`src/rtl/rcfe_pkg.sv`:
```
package rcfe_pkg;

    // Command codes carried by the input word.
    localparam logic CMD_PRESS  = 1'b0;
    localparam logic CMD_REPEAT = 1'b1;

    // Configuration register indexes.
    localparam logic [1:0] CFG_SERIAL      = 2'd0;
    localparam logic [1:0] CFG_KEY         = 2'd1;
    localparam logic [1:0] CFG_COUNTER     = 2'd2;

    localparam int SERIAL_W   = 28;
    localparam int KEY_W      = 64;
    localparam int COUNTER_W  = 16;
    localparam int HOP_W      = 32;
    localparam int BUTTON_W   = 4;
    localparam int DISC_W     = 12;
    localparam int BYTE_W     = 8;

    localparam int FRAME_BYTES = 9;
    localparam int FRAME_BITS  = FRAME_BYTES * BYTE_W;

    // KeeLoq nonlinear function, indexed by five state bits.
    localparam logic [31:0] NLF_TABLE = 32'h3A5C_742E;

    localparam logic [BYTE_W-1:0] STATUS_NEW    = 8'h00;
    localparam logic [BYTE_W-1:0] STATUS_REPEAT = 8'h40;

    typedef enum logic [1:0] {
        ST_IDLE,
        ST_CIPHER,
        ST_SEND
    } t_back_state;

    // One queued command word.
    typedef struct packed {
        logic                cmd;
        logic [BUTTON_W-1:0] button;
    } t_cmd_word;

    // Configuration as seen by the back end.
    typedef struct packed {
        logic [SERIAL_W-1:0]  serial;
        logic [KEY_W-1:0]     key;
        logic                 cnt_load_en;
        logic [COUNTER_W-1:0] cnt_load;
    } t_cfg;

    // Packs hop, serial and button bit-reversed, then the status byte.
    function automatic logic [FRAME_BITS-1:0] build_frame(
        input logic [HOP_W-1:0]    hop,
        input logic [SERIAL_W-1:0] ser,
        input logic [BUTTON_W-1:0] btn,
        input logic [BYTE_W-1:0]   status
    );
        logic [HOP_W-1:0]    hop_tx;
        logic [SERIAL_W-1:0] ser_tx;
        logic [BUTTON_W-1:0] btn_tx;
        for (int k = 0; k < HOP_W; k++) begin
            hop_tx[k] = hop[HOP_W-1-k];
        end
        for (int k = 0; k < SERIAL_W; k++) begin
            ser_tx[k] = ser[SERIAL_W-1-k];
        end
        for (int k = 0; k < BUTTON_W; k++) begin
            btn_tx[k] = btn[BUTTON_W-1-k];
        end
        return {hop_tx, ser_tx, btn_tx, status};
    endfunction

endpackage

```
`src/rtl/rolling_code_frame_encoder_top.sv`:
```
// A repeat word's first frame byte is loaded into the output register as the back end takes
// it from the queue; a new press first runs the KeeLoq round unit, one round per cycle, and
// the frame is loaded from its result. The back end takes the next word from the queue only
// after the last of the nine output words has been taken.
// Reset: synchronous, active low; it clears the queue, the sequencer, configuration, the counter
// and the stored hop word and button. No clearing pass is needed.
module rolling_code_frame_encoder_top #(
    parameter int KEELOQ_ROUNDS = 528
) (
    input  logic        i_clk,
    input  logic        i_rst_n,
    // Input channel: one word per button event.
    input  logic        i_valid,
    output logic        o_stall,
    input  logic        i_cmd,
    input  logic [3:0]  i_button,
    // Output channel: nine frame bytes per input word.
    output logic        o_valid,
    input  logic        i_stall,
    output logic [7:0]  o_frame_byte,
    output logic        o_last,
    // Configuration write channel.
    input  logic        i_cfg_valid,
    output logic        o_cfg_ready,
    input  logic [1:0]  i_cfg_index,
    input  logic [63:0] i_cfg_data
);
    import rcfe_pkg::*;

    // Configuration registers. The counter load value goes straight into the
    // sync counter held by the back end, so it needs no register of its own here.
    logic [SERIAL_W-1:0] r_serial;
    logic [KEY_W-1:0]    r_key;
    logic                cfg_we;
    t_cfg                cfg;
    t_cmd_word           in_word;
    t_cmd_word           head;
    logic                head_valid;
    logic                pop;

    // Writes are always taken; an index past the list is dropped.
    assign o_cfg_ready = 1'b1;
    assign cfg_we      = i_cfg_valid && o_cfg_ready;

    always_ff @(posedge i_clk) begin
        if (!i_rst_n) begin
            r_serial <= '0;
            r_key    <= '0;
        end else if (cfg_we) begin
            case (i_cfg_index)
                CFG_SERIAL:  r_serial <= i_cfg_data[SERIAL_W-1:0];
                CFG_KEY:     r_key    <= i_cfg_data;
                default:     ;
            endcase
        end
    end

    assign cfg.serial      = r_serial;
    assign cfg.key         = r_key;
    assign cfg.cnt_load_en = cfg_we && (i_cfg_index == CFG_COUNTER);
    assign cfg.cnt_load    = i_cfg_data[COUNTER_W-1:0];

    assign in_word.cmd    = i_cmd;
    assign in_word.button = i_button;

    // The front end queues up to two incoming words so the input keeps flowing while the back
    // end is busy encrypting or sending a frame; it stalls the input when both entries are full.
    rcfe_front u_front (
        .i_clk        (i_clk),
        .i_rst_n      (i_rst_n),
        .i_valid      (i_valid),
        .o_stall      (o_stall),
        .i_word       (in_word),
        .o_head_valid (head_valid),
        .o_head       (head),
        .i_pop        (pop)
    );

    // The back end runs the cipher for new presses, keeps the rolling state and
    // sends the nine-byte frame from its output register.
    rcfe_back #(
        .KEELOQ_ROUNDS(KEELOQ_ROUNDS)
    ) u_back (
        .i_clk        (i_clk),
        .i_rst_n      (i_rst_n),
        .i_cfg        (cfg),
        .i_head_valid (head_valid),
        .i_head       (head),
        .o_pop        (pop),
        .o_valid      (o_valid),
        .i_stall      (i_stall),
        .o_frame_byte (o_frame_byte),
        .o_last       (o_last)
    );

endmodule

```
`src/rtl/rcfe_front.sv`:
```
module rcfe_front (
    input  logic              i_clk,
    input  logic              i_rst_n,
    input  logic              i_valid,
    output logic              o_stall,
    input  rcfe_pkg::t_cmd_word i_word,
    output logic              o_head_valid,
    output rcfe_pkg::t_cmd_word o_head,
    input  logic              i_pop
);
    import rcfe_pkg::*;

    // Two-entry command queue between the input port and the back end.
    t_cmd_word  r_mem [2];
    logic       r_wr_ptr;
    logic       r_rd_ptr;
    logic [1:0] r_count;
    logic       push;
    logic       pop;

    assign o_stall      = (r_count == 2'd2);
    assign push         = i_valid && !o_stall;
    assign pop          = i_pop && (r_count != 2'd0);
    assign o_head_valid = (r_count != 2'd0);
    assign o_head       = r_mem[r_rd_ptr];

    always_ff @(posedge i_clk) begin
        if (push) begin
            r_mem[r_wr_ptr] <= i_word;
        end
    end

    always_ff @(posedge i_clk) begin
        if (!i_rst_n) begin
            r_wr_ptr <= 1'b0;
            r_rd_ptr <= 1'b0;
            r_count  <= 2'd0;
        end else begin
            if (push) begin
                r_wr_ptr <= ~r_wr_ptr;
            end
            if (pop) begin
                r_rd_ptr <= ~r_rd_ptr;
            end
            r_count <= r_count + {1'b0, push} - {1'b0, pop};
        end
    end

endmodule

```
`src/rtl/rcfe_cipher.sv`:
```
module rcfe_cipher #(
    parameter int KEELOQ_ROUNDS = 528
) (
    input  logic                           i_clk,
    input  logic                           i_rst_n,
    input  logic                           i_start,
    input  logic [rcfe_pkg::HOP_W-1:0]     i_plain,
    input  logic [rcfe_pkg::KEY_W-1:0]     i_key,
    output logic                           o_done,
    output logic [rcfe_pkg::HOP_W-1:0]     o_hop
);
    import rcfe_pkg::*;

    localparam int RW = $clog2(KEELOQ_ROUNDS);

    logic [HOP_W-1:0] r_x;
    logic [KEY_W-1:0] r_key;
    logic [RW-1:0]    r_round;
    logic             r_busy;
    logic             r_done;
    logic [4:0]       sel;
    logic             fb;

    // One round per cycle; the key register rotates so its bit 0 is key bit (round mod 64).
    assign sel = {r_x[31], r_x[26], r_x[20], r_x[9], r_x[1]};
    assign fb  = r_x[0] ^ r_x[16] ^ r_key[0] ^ NLF_TABLE[sel];

    assign o_done = r_done;
    assign o_hop  = r_x;

    always_ff @(posedge i_clk) begin
        if (i_start) begin
            r_x   <= i_plain;
            r_key <= i_key;
        end else if (r_busy) begin
            r_x   <= {fb, r_x[HOP_W-1:1]};
            r_key <= {r_key[0], r_key[KEY_W-1:1]};
        end
    end

    always_ff @(posedge i_clk) begin
        if (!i_rst_n) begin
            r_busy  <= 1'b0;
            r_done  <= 1'b0;
            r_round <= '0;
        end else begin
            r_done <= 1'b0;
            if (i_start) begin
                r_busy  <= 1'b1;
                r_round <= '0;
            end else if (r_busy) begin
                r_round <= r_round + 1'b1;
                if (r_round == RW'(KEELOQ_ROUNDS - 1)) begin
                    r_busy <= 1'b0;
                    r_done <= 1'b1;
                end
            end
        end
    end

endmodule

```
`src/rtl/rcfe_back.sv`:
```
module rcfe_back #(
    parameter int KEELOQ_ROUNDS = 528
) (
    input  logic                          i_clk,
    input  logic                          i_rst_n,
    input  rcfe_pkg::t_cfg                i_cfg,
    input  logic                          i_head_valid,
    input  rcfe_pkg::t_cmd_word           i_head,
    output logic                          o_pop,
    output logic                          o_valid,
    input  logic                          i_stall,
    output logic [rcfe_pkg::BYTE_W-1:0]   o_frame_byte,
    output logic                          o_last
);
    import rcfe_pkg::*;

    localparam logic [3:0] LAST_IDX = 4'(FRAME_BYTES - 1);

    t_back_state           r_state, n_state;
    logic [FRAME_BITS-1:0] r_frame, n_frame;
    logic [3:0]            r_cnt, n_cnt;
    logic                  r_out_valid, n_out_valid;
    logic [HOP_W-1:0]      r_held_hop, n_held_hop;
    logic [BUTTON_W-1:0]   r_held_button, n_held_button;
    logic [COUNTER_W-1:0]  r_counter, n_counter;
    logic                  start;
    logic                  done;
    logic [HOP_W-1:0]      hop;
    logic [HOP_W-1:0]      plain;

    assign plain = {i_head.button, i_cfg.serial[DISC_W-1:0], r_counter};

    rcfe_cipher #(
        .KEELOQ_ROUNDS(KEELOQ_ROUNDS)
    ) u_cipher (
        .i_clk   (i_clk),
        .i_rst_n (i_rst_n),
        .i_start (start),
        .i_plain (plain),
        .i_key   (i_cfg.key),
        .o_done  (done),
        .o_hop   (hop)
    );

    assign o_valid      = r_out_valid;
    assign o_frame_byte = r_frame[FRAME_BITS-1 -: BYTE_W];
    assign o_last       = (r_cnt == LAST_IDX);

    always_ff @(posedge i_clk) begin
        if (!i_rst_n) begin
            r_state       <= ST_IDLE;
            r_cnt         <= '0;
            r_out_valid   <= 1'b0;
            r_held_hop    <= '0;
            r_held_button <= '0;
            r_counter     <= '0;
        end else begin
            r_state       <= n_state;
            r_cnt         <= n_cnt;
            r_out_valid   <= n_out_valid;
            r_held_hop    <= n_held_hop;
            r_held_button <= n_held_button;
            r_counter     <= n_counter;
        end
    end

    always_ff @(posedge i_clk) begin
        r_frame <= n_frame;
    end

    always_comb begin
        n_state       = r_state;
        n_frame       = r_frame;
        n_cnt         = r_cnt;
        n_out_valid   = r_out_valid;
        n_held_hop    = r_held_hop;
        n_held_button = r_held_button;
        n_counter     = r_counter;
        o_pop         = 1'b0;
        start         = 1'b0;
        if (i_cfg.cnt_load_en) begin
            n_counter = i_cfg.cnt_load;
        end
        case (r_state)
            ST_IDLE: begin
                if (i_head_valid) begin
                    o_pop = 1'b1;
                    if (i_head.cmd == CMD_PRESS) begin
                        start         = 1'b1;
                        n_held_button = i_head.button;
                        n_state       = ST_CIPHER;
                    end else begin
                        n_frame     = build_frame(r_held_hop, i_cfg.serial,
                                                  r_held_button, STATUS_REPEAT);
                        n_cnt       = '0;
                        n_out_valid = 1'b1;
                        n_state     = ST_SEND;
                    end
                end
            end
            ST_CIPHER: begin
                if (done) begin
                    n_held_hop  = hop;
                    n_counter   = r_counter + 1'b1;
                    n_frame     = build_frame(hop, i_cfg.serial, r_held_button, STATUS_NEW);
                    n_cnt       = '0;
                    n_out_valid = 1'b1;
                    n_state     = ST_SEND;
                end
            end
            ST_SEND: begin
                if (!i_stall) begin
                    if (r_cnt == LAST_IDX) begin
                        n_out_valid = 1'b0;
                        n_state     = ST_IDLE;
                    end else begin
                        n_frame = {r_frame[FRAME_BITS-BYTE_W-1:0], {BYTE_W{1'b0}}};
                        n_cnt   = r_cnt + 1'b1;
                    end
                end
            end
            default: begin
                n_state     = ST_IDLE;
                n_out_valid = 1'b0;
            end
        endcase
    end

`ifndef NO_ASSERTIONS
    a_valid_only_in_send: assert property (@(posedge i_clk) disable iff (!i_rst_n)
        r_out_valid |-> (r_state == ST_SEND))
        else $error("output word valid outside the send state");

    a_done_starts_frame: assert property (@(posedge i_clk) disable iff (!i_rst_n)
        done |=> (r_out_valid && (r_cnt == '0)))
        else $error("cipher completion did not start a frame at byte zero");

    a_last_ends_frame: assert property (@(posedge i_clk) disable iff (!i_rst_n)
        (r_out_valid && !i_stall && (r_cnt == LAST_IDX)) |=> !r_out_valid)
        else $error("output still valid after the last byte was taken");
`endif

endmodule
```
`config.mk`:
```
export PLATFORM = sky130hd
export DESIGN_NAME = rolling_code_frame_encoder_top
export DESIGN_NICKNAME = d
export VERILOG_FILES = /design/src/rtl/rcfe_pkg.sv /design/src/rtl/rolling_code_frame_encoder_top.sv /design/src/rtl/rcfe_front.sv /design/src/rtl/rcfe_cipher.sv /design/src/rtl/rcfe_back.sv
export SDC_FILE = /design/constraint.sdc
export NUM_CORES = 1
export LEC_CHECK = 0
export BUFFER_PORTS_ARGS = -buffer_cell sky130_fd_sc_hd__buf_4
export CORE_MARGIN = 2
export CORE_UTILIZATION = 57
export CTS_BUF_LIST = sky130_fd_sc_hd__clkbuf_8
export DETAILED_ROUTE_END_ITERATION = 10
export HOLD_SLACK_MARGIN = 0.15
export PLACE_DENSITY_LB_ADDON = 0.25
export SLEW_MARGIN = 20
export SYNTH_ARGS = -nofsm -noshare
export SYNTH_HDL_FRONTEND = slang
export SYNTH_SLANG_ARGS = --single-unit
```
`constraint.sdc`:
```
create_clock -name i_clk -period 3.9 [get_ports i_clk]
set_input_delay 0.195 -clock i_clk [delete_from_list [all_inputs] [get_ports i_clk]]
set_output_delay 0.195 -clock i_clk [all_outputs]
set_load 0.05 [all_outputs]
```
# ---- Word level (Yosys, flattened, before mapping)
# Memories as Yosys holds them, arrays and structs flattened. A register that Yosys moved wholly into a read port is not among the register bits.
# Cells that the tools add are included.
dict set report classes {
  bitwise_logic 8
  n_mux 46
  n_eq_ne 13
  n_lt_le_gt_ge 1
  reduce_logical 18
  add_sub_neg 5
}
# op n
set op_table {}
lappend op_table {{$mux W72} 5}
lappend op_table {{$pmux W72 S3} 1}
lappend op_table {{$mux W64} 2}
lappend op_table {{$mux W32} 2}
lappend op_table {{$mux W16} 3}
lappend op_table {{$mux W4} 5}
lappend op_table {{$mux W1} 19}
lappend op_table {{$add A16 B1 Y16 const B} 1}
lappend op_table {{$pmux W4 S3} 1}
lappend op_table {{$add A10 B1 Y10 const B} 1}
lappend op_table {{$eq A10 B10 Y1 const B} 1}
lappend op_table {{$mux W2} 5}
lappend op_table {{$ne A2 B2 Y1 const B} 5}
lappend op_table {{$eq A2 B2 Y1 const B} 3}
lappend op_table {{$lt A5 B6 Y1 const B} 1}
lappend op_table {{$pmux W2 S3} 1}
lappend op_table {{$reduce_and A2 Y1} 3}
lappend op_table {{$reduce_and A6 Y1} 1}
lappend op_table {{$mux W5} 1}
lappend op_table {{$not A1 Y1} 5}
lappend op_table {{$reduce_and A5 Y1} 1}
lappend op_table {{$add A4 B1 Y4 const B} 1}
lappend op_table {{$eq A2 B1 Y1 const B} 2}
lappend op_table {{$eq A4 B4 Y1 const B} 1}
lappend op_table {{14 further kinds} 20}
dict set report totals {
  ram_bits 10
  input_bits 76
  register_bits 335
  mem_count 2
  out_inout_bits 12
  rom_bits 32
  wordCells 110
}
# memory depth width rd rd_clocked_by_memory_dff wr line_no
set mem_list {}
lappend mem_list {{(no name shown)} 32 1 1 1 0 rcfe_cipher.sv:26} ;# assign fb = r_x[0] ^ r_x[16] ^ r_key[0] ^ NLF_TABLE[sel];
lappend mem_list {u_front.r_mem 2 5 1 1 1 rcfe_front.sv:14} ;# t_cmd_word r_mem [2];

# ---- Longest topological paths before layout
dict set report depth {
  word_depth 6
  mapped_depth 10
  ltp_nobuf 10
}

# ---- Modules after synthesis
# From an unflattened synthesis, not the netlist that was laid out.
dict set report unflattened {
  hier_cells 1260
  area_unflattened_um2 14584.0
}
# module area_per_inst_um2 seq_area_each_um2 instances cells_per_inst
set by_module_without_submodules {}
lappend by_module_without_submodules {rcfe_back 5581.6 3133.0 1 549}
lappend by_module_without_submodules {rcfe_cipher 4780.8 3143.0 1 297}
lappend by_module_without_submodules {rolling_code_frame_encoder_top 3627.2 1841.8 1 372}
lappend by_module_without_submodules {rcfe_front 594.3 400.4 1 42}

# ---- Worst setup path after synthesis
# No wires, ideal clock.
dict set report synth_path {
  kind {register to register}
  startpoint {register u_back.r_cnt[0]}
  endpoint {register u_back.r_cnt[2]}
  period_less_slack_ps 4023
  t_required_ps 3768
  n_path_buf 0
  arrival_time_ps 3891
  path_stages_with_launch 8
  slack_ps -123
  setup_time_ps 132
  path_cell_list {dfxtp_1 -> inv_1 -> ha_1 -> and3b_1 -> a2111oi_4 -> o21ai_1 -> nand2_1 -> a21oi_1}
}
dict set report synth_between {
  elab_cells_between_ends 7
  cone_classes {add/sub: 1; eq/ne: 2; mux: 3; reduce/logical: 1}
}
# element line_no
set synth_rtl {}
lappend synth_rtl {{start: declaration} rcfe_back.sv:21} ;# logic [3:0] r_cnt, n_cnt;
lappend synth_rtl {{start signal: assignment} rcfe_back.sv:59} ;# r_cnt <= n_cnt;
lappend synth_rtl {{$eq A4 B4 Y1} n/a}
lappend synth_rtl {{via o_last} rolling_code_frame_encoder_top.sv:21} ;# output logic o_last,
lappend synth_rtl {{$ne A2 B2 Y1 (no source line)} n/a}
lappend synth_rtl {{$reduce_and A6 Y1 (no source line)} n/a}
# The timed path passes the listed nets, and every way through them passes these cells. The select of a mux whose other input is x is not followed.
# A chain may end at the register's enable or synchronous reset.

==> impl_metrics.ini <==
[grt]
grt_pass1_vias = 9878
antenna_found_initial = 0
grt_max_degree = 94
grt_pass1_wl_mm = 50.5
grt_use_total = 0.244
grt.overflow.total = 0

[drt]
final_antenna_net_count = 0
drtIter0Drc = 940
drc_errors = 0
wl_per_cell_um = 17.4
m1WireLength_mm = 13.2
met2WireLength_mm = 15.3
met3_length_mm = 1.87
dr.pass1.iters = 5
routed-via-count = 10200
finalWirelength_mm = 31.5
top_layer = met4
viasPerCell = 5.62

[synth]
async_flop_share = 0
synth-compound-area-share = 0.119
syn_inst = 1299
ys_types = 58
syn-cell-area_um2 = 14000
syn-num-nets = 1386
synth_top_family_by_area = simple AND/OR/NAND/NOR gates
synthSimpleGateAreaFrac = 0.129
synth_area_leader_cell = edfxtp_1
synth_edf_count = 171
yosys_warnings = 0
muxShareOfSynthArea = 0.0887
yosys-top-cells-area = edfxtp_1, dfxtp_1, nand2_1
synth_top_cell_area_share = 0.367
yosysMostFrequentCell = nand2_1
ys.flop_type = edfxtp_1
ys_seq_elements = 340
synth_fa_ha_area_frac = 0.00984
synth_xor_area_frac = 0.0106
syn_avg_cell_area_um2 = 10.8
ys_top_cells_by_count = nand2_1, a21oi_1, edfxtp_1, dfxtp_1, mux2_2
seq_area_frac_synth = 0.609

[run_status]
outcome = finished, final reports clean

[floorplanning]
fp.dieH_um = 161
ios = 88
die-width_um = 161
core_um2 = 24200
fp-row-count = 57
initial_core_util = 0.579
die_area_um2 = 25800

[worst_setup_path]
reg2reg_slack_ps = 1230
crit_family = simple AND/OR/NAND/NOR gates
worstPathRequired_ps = 4150
cp_cell_sequence = mux2_4 -> nor2_4 -> or2_4 -> buf_12
worst-path-buf-inv = 1
path_class = flip-flop to flip-flop
crit_path_end_kind = flip-flop
arrival_ps = 2930
path_max_fanout = 46
start_kind = flip-flop
cp_slowest_cell = or2_4
slowest_delay_ps = 680

[pwr]
power.density_nw_per_um2 = 742
ir_drop_v = 0.000446
report.power.total_mw = 12.3
leakage_nw = 6.07

[timing]
rsz0062_at_grt = false
finalCritPeriodShare = 0.685
tightest_slew_ps = 1100
hold_violations = 0
tns_ps = 0
clock.fmax_ghz = 0.374
relSlewSlack = 0.263
slew_viol_final = 0
setup_viol = 0
period_minus_slack_ps = 2670
finClkSkew_ps = 32.6

[layout]
area_growth_syn_to_layout_pct = 18.6
finalNonFillerCells = 1807
fin_area_um2 = 16600
antennaDiodeCount = 0
nFillCells = 1730
seqCellArea_um2 = 8520
nets = 1524
multiInputGateArea_um2 = 5040
drive_above_1_share = 0.186

[clocking]
htree_levels = 2
clock_path_buffers = 3
cts_tree = built
cts_buffers = 54
postCtsSetupRepairBufs = 0
cts_sinks = 340
cts_resized = 0
insertion_delay_ps = 600
path_clk_slew_ps = 60
ctsRootBufferMaster = clkbuf_8
ctsHoldBuffers = 74

[place]
place_inst = 1630
globalplace.congestion = 0.818
io_buffers = 86
hpwl_mm = 18.8
postPlaceCellArea_um2 = 14800

[min_path]
hold_class = input pin to flip-flop

[flow_run]
cap_viol_max_count = 0
[state kept, by name, indices dropped and copies added (netlist names), named ones only]
name and cells:
u_back.o_valid 1, u_front.r_wr_ptr 1, u_front.r_count 2, u_back.r_cnt 4
u_back.r_held_hop 32, u_back.r_held_button 4, u_front.r_mem 10, r_key 64
u_back.r_frame 65, u_front.r_rd_ptr 1, u_back.r_state 2, u_back.r_counter 16
u_back.u_cipher.r_round 10, u_back.u_cipher.r_busy 1, u_back.u_cipher.o_hop 32, u_back.u_cipher.o_done 1
r_serial 28, u_back.u_cipher.r_key 64
[worst min-delay path: cells and delay by family]
kind / cells / cell delay, ps
AOI/OAI and AO/OA: 3 / 360
buffers and inverters: 1 / 90
and+or+nand+nor: 1 / 80
[layout by cell type, fill, tap and decap left out, types with 4 or more instances in the layout]
| cell | Yosys | final |
|---|---|---|
| edfxtp_1 | 171 | 171 |
| buf_12 | 0 | 4 |
| dfxtp_1 | 169 | 167 |
| nor3_1 | 8 | 8 |
| nand2_1 | 285 | 285 |
| a22o_1 | 25 | 25 |
| xor2_1 | 10 | 10 |
| a21oi_1 | 177 | 177 |
| nor2_1 | 78 | 78 |
| a211oi_1 | 7 | 7 |
| and2_1 | 10 | 10 |
| a22oi_1 | 32 | 32 |
| o21ai_1 | 9 | 9 |
| or3_1 | 5 | 5 |
| mux2_2 | 83 | 83 |
| inv_1 | 16 | 46 |
| o21ai_0 | 9 | 9 |
| nand3_1 | 18 | 18 |
| mux2i_1 | 13 | 13 |
| xnor2_1 | 7 | 7 |
| ha_1 | 11 | 7 |
| mux2_1 | 11 | 11 |
| nand4_1 | 8 | 8 |
| buf_4 | 11 | 96 |
| clkbuf_8 | 0 | 62 |
| dlygate4sd3_1 | 0 | 74 |
[layout make-up]
cell class	instances	share of cell area
multi-input cells	851	0.304
clock buffers	62	0.0514
well taps	324	0.0244
inverters	16	0.00377
flip-flops and latches	340	0.513
repair buffers	174	0.0929
clock inverters	40	0.0105
[kinds of logic after synthesis]
group / count (synthesis)
multiplexers: 110
AO/OA/AOI/OAI: 277
buffers and inverters: 108
XOR/XNOR: 17
flip-flops: 340
AND/OR/NAND/NOR: 435
other: 1
adder cells (fa/ha/maj): 11
[metrics by stage]
step | hold WS (ps) | worst slack [ps] | util
after floorplan | 294 | 2.46 | -
after global placement | 395 | 1270 | 0.613
after detailed placement | 392 | 1220 | 0.613
after CTS | 160 | 1200 | 0.686
after global routing | 190 | 1070 | 0.687
final | 192 | 1230 | 0.687
[power by group]
part	switching (mW)	internal, mW
combinational	2.14	1.41
clock	1.36	1.46
sequential	0.554	5.38
total	4.06	8.25
[per-layer routing]
metal	vias to the layer above	global-route usage
met5	-	0
met4	0	0.103
met3	81	0.0442
met2	336	0.405
met1	4861	0.318
li1	4875	-
[path summary, 6_finish.rpt]
kind,start,endpoint,cells past startpoint
min,i_stall,u_back.r_cnt[0],5
max reg2reg,flip-flop,u_back.u_cipher.r_key[14],4
max,flip-flop,u_back.u_cipher.r_key[14],4
min reg2reg,r_serial[24],r_serial[24],2
Note: power is estimated with default switching activity, not from simulation.
